==> config.mk <==
export PLATFORM = sky130hd
export DESIGN_NAME = fp32_to_fp8_converter
export DESIGN_NICKNAME = d
export VERILOG_FILES = /design/src/hdl/f8c_pkg.sv /design/src/hdl/f8c_encode.sv /design/src/hdl/fp32_to_fp8_converter.sv
export SDC_FILE = /design/constraint.sdc
export NUM_CORES = 1
export LEC_CHECK = 0
export ABC_AREA = 1
export BUFFER_PORTS_ARGS = -buffer_cell sky130_fd_sc_hd__buf_2
export CORE_UTILIZATION = 62
export CTS_CLUSTER_DIAMETER = 60
export CTS_CLUSTER_SIZE = 8
export DETAILED_ROUTE_END_ITERATION = 16
export PLACE_DENSITY = 0.95
export SLEW_MARGIN = 20
export SYNTH_ARGS = -nofsm -noshare
export SYNTH_HDL_FRONTEND = slang
export SYNTH_SLANG_ARGS = --single-unit
==> constraint.sdc <==
create_clock -name clk -period 17.93 [get_ports clk]
set_input_delay 3.586 -clock clk [delete_from_list [all_inputs] [get_ports clk]]
set_output_delay 3.586 -clock clk [all_outputs]
set_load 0.03 [all_outputs]
==> src/hdl/f8c_pkg.sv <==
// shared constants and types for the fp32 to fp8 converter
package f8c_pkg;

  localparam logic [31:0] E4M3_MAX_BITS = 32'h43E0_0000;
  localparam logic [31:0] E5M2_MAX_BITS = 32'h4760_0000;
  localparam logic [6:0]  E4M3_MAX_CODE = 7'h7E;
  localparam logic [6:0]  E5M2_MAX_CODE = 7'h7B;
  localparam logic [6:0]  E4M3_NAN_CODE = 7'h7F;
  localparam logic [6:0]  E5M2_NAN_CODE = 7'h7E;
  localparam logic        FMT_E4M3 = 1'b0;
  localparam logic        FMT_E5M2 = 1'b1;
  localparam logic [0:0]  REG_FORMAT_SELECT = 1'b0;

  typedef struct packed {
    logic [7:0] fp8_code;
    logic       saturated;
  } f8c_result_t;

endpackage

==> src/hdl/f8c_encode.sv <==
// combinational fp32 to fp8 encoder with round to nearest, ties away
module f8c_encode (
  input  logic                 fmt,
  input  logic [31:0]          bits,
  output f8c_pkg::f8c_result_t res
);

  logic        sign;
  logic [30:0] mag;
  logic [7:0]  efield;
  logic [22:0] frac;
  logic [6:0]  maxcode;
  logic [6:0]  nancode;
  logic [31:0] maxbits;
  logic [23:0] sig;
  logic [8:0]  e_un;      // unbiased-like: effective exponent field (1 for subnormal)
  logic [8:0]  te_f;      // target exponent field in fp32 bias, clamped to min normal
  logic [8:0]  shift;
  logic [24:0] units;
  logic [8:0]  c;
  logic [8:0]  tebase;
  logic [8:0]  minfield;

  always_comb begin
    sign    = bits[31];
    mag     = bits[30:0];
    efield  = mag[30:23];
    frac    = mag[22:0];
    maxcode = (fmt == f8c_pkg::FMT_E5M2) ? f8c_pkg::E5M2_MAX_CODE : f8c_pkg::E4M3_MAX_CODE;
    nancode = (fmt == f8c_pkg::FMT_E5M2) ? f8c_pkg::E5M2_NAN_CODE : f8c_pkg::E4M3_NAN_CODE;
    maxbits = (fmt == f8c_pkg::FMT_E5M2) ? f8c_pkg::E5M2_MAX_BITS : f8c_pkg::E4M3_MAX_BITS;
    // smallest normal exponent field in fp32 bias: 127+1-bias
    minfield = (fmt == f8c_pkg::FMT_E5M2) ? 9'd113 : 9'd121;
    sig   = (efield != 8'd0) ? {1'b1, frac} : {1'b0, frac};
    e_un  = (efield != 8'd0) ? {1'b0, efield} : 9'd1;
    te_f  = (e_un < minfield) ? minfield : e_un;
    // shift = te - mbits - e + 23
    shift = te_f - e_un + ((fmt == f8c_pkg::FMT_E5M2) ? 9'd21 : 9'd20);
    if (shift >= 9'd26) begin
      units = '0;
    end else begin
      units = ({1'b0, sig} + (25'd1 << (shift - 9'd1))) >> shift;
    end
    // exponent field of fp8 before adding units: te + bias - 1
    tebase = te_f - minfield;
    c = ((fmt == f8c_pkg::FMT_E5M2) ? {tebase[6:0], 2'b00} : {tebase[5:0], 3'b000})
        + units[8:0];
    res.saturated = 1'b0;
    res.fp8_code  = {sign, 7'd0};
    if (efield == 8'hFF && frac != 23'd0) begin
      res.fp8_code = {sign, nancode};
    end else if (mag == 31'd0) begin
      res.fp8_code = 8'h00;
    end else if ({1'b0, mag} > maxbits) begin
      res.fp8_code  = {sign, maxcode};
      res.saturated = 1'b1;
    end else if (c > {2'b00, maxcode}) begin
      res.fp8_code  = {sign, maxcode};
      res.saturated = 1'b1;
    end else begin
      res.fp8_code = {sign, c[6:0]};
    end
  end

endmodule

==> src/hdl/fp32_to_fp8_converter.sv <==
// path: an input beat passes through the input register, the encoder and then the result register
// throughput: one beat per cycle while out_stall is low, set by the single-pass encoder between the two registers
// a held result does not block intake while the input register is empty
// reset: synchronous active-low rst_n clears valids and sets format_select to e4m3
module fp32_to_fp8_converter (
  input  logic        clk,
  input  logic        rst_n,
  input  logic        in_valid,
  output logic        in_stall,
  input  logic [31:0] in_single_bits,
  output logic        out_valid,
  input  logic        out_stall,
  output logic [7:0]  out_fp8_code,
  output logic        out_saturated,
  input  logic        cfg_psel,
  input  logic        cfg_penable,
  input  logic        cfg_pwrite,
  input  logic [1:0]  cfg_paddr,
  input  logic [31:0] cfg_pwdata,
  output logic [31:0] cfg_prdata,
  output logic        cfg_pready
);

  logic                 fmt_r;
  logic                 a_valid_r;
  logic [31:0]          a_bits_r;
  logic                 b_valid_r;
  f8c_pkg::f8c_result_t b_res_r;
  f8c_pkg::f8c_result_t enc_res;
  logic                 b_load;
  logic                 a_free;

  assign cfg_pready = 1'b1;
  assign cfg_prdata = {31'd0, fmt_r};

  always_ff @(posedge clk) begin
    if (!rst_n) begin
      fmt_r <= f8c_pkg::FMT_E4M3;
    end else if (cfg_psel && cfg_penable && cfg_pwrite
                 && cfg_paddr[1:1] == f8c_pkg::REG_FORMAT_SELECT) begin
      fmt_r <= cfg_pwdata[0];
    end
  end

  f8c_encode u_enc (.fmt(fmt_r), .bits(a_bits_r), .res(enc_res));

  assign b_load   = a_valid_r && (!b_valid_r || !out_stall);
  assign a_free   = !a_valid_r || b_load;
  assign in_stall = !a_free;

  always_ff @(posedge clk) begin
    if (!rst_n) begin
      a_valid_r <= 1'b0;
      b_valid_r <= 1'b0;
    end else begin
      if (a_free) a_valid_r <= in_valid;
      if (b_load) b_valid_r <= 1'b1;
      else if (!out_stall) b_valid_r <= 1'b0;
    end
  end

  always_ff @(posedge clk) begin
    if (a_free && in_valid) a_bits_r <= in_single_bits;
    if (b_load) b_res_r <= enc_res;
  end

  assign out_valid     = b_valid_r;
  assign out_fp8_code  = b_res_r.fp8_code;
  assign out_saturated = b_res_r.saturated;

endmodule

==> results of run 1 <==
-- path summary, 6_finish.rpt --
| kind | from | end | slack (ps) | cells past startpoint |
|---|---|---|---|---|
| worst max-delay path | a_bits_r[28] | out_fp8_code[2] | 8350 | 60 |
| worst min-delay path | a_valid_r | out_valid | 500 | 2 |
| worst max register to register | a_bits_r[28] | out_fp8_code[2] | 8350 | 60 |
| worst min register to register | a_valid_r | out_valid | 500 | 2 |
-- state kept, by name, summed over array words and instances (netlist names) --
register and flops:
a_valid_r 1, out_saturated 1, a_bits_r 32, out_fp8_code 8, out_valid 1, fmt_r 1
-- routing by layer --
metal  part of all wire [%]  GRT usage (%)
met5                      0              0
met4                    1.8           8.27
met3                    6.8           1.99
met2                     46           49.2
met1                     45           39.8
-- worst register-to-register path: cells and delay by family, from the launching register on --
family | cells | cell delay, ps
AOI/OAI and AO/OA | 9 | 2180
buffers and inverters | 8 | 640
and+or+nand+nor | 38 | 4300
adders and majority gates | 5 | 1800
DFF | 1 | 470
-- logic make-up (layout without fill, tap and decap cells) --
family / Yosys count / after routing / synth area share, %
other: 2 / 37 / 0.130
and+or+nand+nor: 477 / 477 / 36.6
adders and majority gates: 51 / 51 / 11.4
DFF: 44 / 44 / 22.3
xor gates and xnor gates: 13 / 13 / 1.97
AOI/OAI and AO/OA: 153 / 153 / 15.0
muxes: 1 / 1 / 0.173
buffers and inverters: 150 / 160 / 12.4
-- Yosys cell counts (all sizes together) (5+ instances only) --
library cell  number  area [um^2]
buf               44          317
xor2               9         78.8
nand3             83          443
nor2             111          449
nor3              15         75.1
o211ai            12         90.1
a31oi              6         37.5
a21oi             56          288
or2               10         62.6
nand2            227          872
nand3b             5         37.5
edfxtp            41         1230
nand4             16          106
inv               95          357
o21ai             63          319
ha                48          601
clkbuf             9         33.8
nor4               5         31.3
-- power groups by stage --
stage | sequential, W | combinational (W) | clock, W
CTS | 0.000125 | 0.000181 | 0.0000647
finish | 0.000125 | 0.000184 | 0.0000640
global route | 0.000125 | 0.000207 | 0.0000679
detailed placement | 0.000127 | 0.000180 | 0
global placement | 0.000127 | 0.000176 | 0
floorplan | 0.000129 | 0.000148 | 0
-- final cells by class --
class                           count  area [um^2]  area share (%)
Clock inverter                      1         5.00          0.0826
Inverter                           97          364            6.01
Multi-Input combinational cell    732         3910            64.5
Timing Repair Buffer               55          283            4.67
Sequential cell                    44         1290            21.3
Tap cell                          108          135            2.23
Clock buffer                        7         76.3            1.26
-- stage by stage --
step                std cells  total power [W]  hold WS (ps)  utilization [%]  setup WS (ps)
floorplan                 926         0.000277           453                -          10200
global placement         1036         0.000302           465             67.3           8860
detailed placement       1036         0.000307           492             67.3           8630
CTS                      1044         0.000370           503             68.2           8570
global route             1044         0.000400           522             68.2           7450
finish                   1044         0.000373           499             68.2           8350
==> metrics.txt, run 1 <==
outcome=finished, final reports clean; max_slew headroom=44.2%; vias in the first global route=5174; RSZ-0062 raised after global routing=no; Worst EP required=17990 ps; grt ovf=0; Worst IR Drop VDD=0.0400 mV; Setup Buffers After CTS=0; crit path max fanout=15; clock skew=3.51 ps; pwr/cell area=61.5 nW/um^2; Pins Over Slew Limit=0; Total GRT Usage=29.0%; Tcrit/Tclk final=53.4%; share of layout cells above drive strength 1=10.9%; asr flop ratio synth=0%; Row Count=34; fill count=761; core area=8890 um^2; Routed Antenna Nets=0; Comb pwr share=49.4%; number of synthesized flops with an enable pin=41; post-synth cell types=53; Post-Layout Inst Area=6060 um^2; Critical Path End Type=register; largest net degree at the start of global routing=34; worst min path class=register to register; die width=98.6 um; CP Buf/Inv Count=8; hpwl dp=11200 um; Setup Crit Path Kind=register to register; Worst-Margin Slew=837 ps; Wirelength per Cell=13.2 um; DRC=0; CTS sink cnt=44; die footprint=9710 um^2; io pins=117; yosys warns=0; Mapped Cells=891; Syn Std Cell Area=5780 um^2; H-tree levels=2; NumNets Final=1059; most frequent cells in the layout=219 x nand2_1, 102 x nor2_1, 85 x inv_1, 79 x nand3_1, 54 x a21oi_1; Pre-antenna DRT Iters=6; ANT cells=0; starting density of the core=65.0%; Psw=0.000169 W; Int Pwr=0.000204 W; clock power share=17.2%; Top FF cell, synth=edfxtp_1; clock-pin slew on the worst setup and hold paths=90 ps; CP arrival=9640 ps; Seq/Total Area, Yosys=22.3%; Die H=98.6 um; final wirelength=13700 um; Num CTS Buffers=5; commonest non-fill, non-tap cell in the layout=nand2_1; area grow syn2layout=4.85%; post-synthesis register bit count=44; Max clock buf depth=2; Hold Fails Final Rpt=0; fin crit period=9580 ps; initial antenna violation count=0; root buffer cell=clkbuf_8; CP startpoint kind=register; vias per cell=5.68; PostCTS Resize Cnt=0; Post-CTS Hold Fix Bufs=0; Skew-Pair Late Insertion Delay=310 ps; global placer's final weighted congestion=0.982; Worst path top cell family by delay=simple AND/OR/NAND/NOR gates; TritonCTS clock tree=yes; CP peak stage delay=570 ps; max cap viols=0; most used cell, CP=nand2_1; via count=5933; setup tns final=0 ps; sw frac=45.3%; DRT iter0 DRCs=634; FMAX=104 MHz; Port Buf Inserts=52; Seq pwr share=33.4%; Pleak=2.84 nW; first-pass GRT wire length=23100 um; syn_area_per_cell=6.49 um^2; post-place instance area=5980 um^2; Slowest-stage cell, CP=o21ai_1; endpoints failing setup=0
Power figures use the tool's default switching activity.
==> run 2, diff against run 1 <==
Settings changed: CORE_UTILIZATION 62 to 57, PLACE_DENSITY 0.95 to 0.93.
Clock period 17.93 ns to 9.5 ns, I/O delays scaled along.
==> metrics.txt, run 2 (synthesized netlist as in run 1, its figures left out) <==
first-pass GRT wire length=22300 um (-3.7%); Tot Pwr=0.000709 W (+90%); vias in the first global route=5227 (+1.0%); max_slew headroom=42.1% (-2.1 points); Total GRT Usage=26.5% (-2.5 points); Die H=103 um (+4.2%); Hold Fails Final Rpt=0 (unchanged); RR Startpoint=a_bits_r[26]; CP startpoint kind=register; post-place instance area=6050 um^2 (+1.2%); Post-CTS Hold Fix Bufs=0 (unchanged); Pleak=2.89 nW (+1.6%); die width=103 um (+4.2%); crit path max fanout=20 (+5); CTS sink cnt=44 (unchanged); worst setup margin=715 ps (-7630 ps); Routed Antenna Nets=0 (unchanged); setup slack at placement=551 ps (-8080 ps); starting density of the core=58.9% (-6.1 points); Num CTS Buffers=5 (unchanged); die footprint=10500 um^2 (+8.6%); hold_ws=482 ps (-17.1 ps); Pre-antenna DRT Iters=6 (unchanged); Slowest-stage cell, CP=fa_1; area grow syn2layout=6.82%; most used cell, CP=nand2_1; Max clock buf depth=2 (unchanged); root buffer cell=clkbuf_8; Post-Layout Inst Area=6170 um^2 (+1.9%); Skew-Pair Late Insertion Delay=310 ps (about the same); clock-pin slew on the worst setup and hold paths=80 ps (about the same); CP peak stage delay=450 ps (-120 ps); global placer's final weighted congestion=0.968 (-1.4%); Worst IR Drop VDD=0.0773 mV (+93%); final wirelength=14000 um (+1.6%); setup tns final=0 ps (unchanged); CP arrival=8850 ps (-790 ps); number of flip-flops in the largest register=32 (unchanged); worst min path class=register to register; core area=9820 um^2 (+10%); endpoints failing setup=0 (unchanged); Hold Path Depth=2 (unchanged); FMAX=114 MHz (+9.1%); DRC=0 (unchanged); via count=6073 (+2.4%); R2R cell count=63 (+5.0%); ANT cells=0 (unchanged); outcome=finished, final reports clean; Worst path top cell family by delay=simple AND/OR/NAND/NOR gates; initial antenna violation count=0 (unchanged); Port Buf Inserts=52 (unchanged); r2r endpoint=out_fp8_code[2]; Worst-Margin Slew=868 ps (+31.1 ps); io pins=117 (unchanged); grt ovf=0 (unchanged); Critical Path End Type=register; Setup Crit Path Kind=register to register; Pins Over Slew Limit=0 (unchanged); pwr/cell area=115 nW/um^2 (+87%); largest net degree at the start of global routing=33 (-2.9%); Row Count=36 (+5.9%); Top reg by flops=a_bits_r; Worst Min Path Start=a_valid_r; max cap viols=0 (unchanged); Hold Path End=out_valid; NumNets Final=1067 (+0.76%); hpwl dp=11400 um (+2.3%); share of layout cells above drive strength 1=12.4% (+1.5 points); CP Buf/Inv Count=11 (+3); commonest non-fill, non-tap cell in the layout=nand2_1; reg2reg setup slack=720 ps (-7630 ps); most frequent cells in the layout=219 x nand2_1, 100 x nor2_1, 85 x inv_1, 79 x nand3_1, 54 x a21oi_1; Wirelength per Cell=13.0 um (-1.5%); H-tree levels=2 (unchanged); fin crit period=8780 ps (-796 ps); Worst EP required=9560 ps (-8430 ps); clock skew=9.29 ps (+5.77 ps); DRT iter0 DRCs=488 (-23%); Tcrit/Tclk final=92.5% (+39 points); TritonCTS clock tree=yes; vias per cell=5.64 (-0.78%)
==> run 2: area by class of cell <==
cell class / instances / area, um^2
multi-input cells: 732 / 3930
fillers: 904 / 3640
flip-flops and latches: 44 / 1290
inverters: 97 / 364
repair buffers: 63 / 343
well taps: 133 / 166
clock buffers: 5 / 68.8
clock inverters: 3 / 13.8
==> run 2: worst min-delay path, cell delays in order (launching register included) <==
cell and delay [ps]:
dfxtp_1 300, inv_1 80, a21oi_1 70
==> run 2: metal layers <==
layer | track usage, % | share of wire, %
met5 | 0 | 0
met4 | 8.90 | 2.3
met3 | 3.53 | 6.9
met2 | 44.0 | 47
met1 | 35.4 | 44
==> run 2: worst max-delay path by stage <==
| stage | slack [ps] | startpoint | cells after the start | endpoint |
|---|---|---|---|---|
| 2_1_floorplan | 1770 | a_bits_r[28] | 60 | out_fp8_code[2] |
| 3_3_place_gp | 810 | a_bits_r[28] | 58 | out_fp8_code[2] |
| 3_5_place_dp | 550 | a_bits_r[28] | 58 | out_fp8_code[2] |
| 4_1_cts | 460 | a_bits_r[28] | 58 | out_fp8_code[2] |
| 5_1_grt | -90 | a_bits_r[26] | 64 | out_fp8_code[0] |
| 6_report | 720 | a_bits_r[26] | 63 | out_fp8_code[2] |
==> run 2: stage by stage <==
stage                     utilization [%]  instances
after floorplan                         -        926
after global placement               61.6       1066
after global routing                 62.9       1077
after detailed placement             61.6       1066
after CTS                            62.4       1074
final                                62.9       1077
==> run 2: power by group <==
group / internal, W / switching (W)
logic: 0.000113 / 0.000249
clock network: 0.0000499 / 0.0000629
registers: 0.000227 / 0.00000705
total: 0.000390 / 0.000319
==> run 2: what timing repair did <==
item | CTS | global route
endpoints found under the setup margin | 0 | 8
gates resized for setup | 0 | 9
buffers inserted | 0 | 3
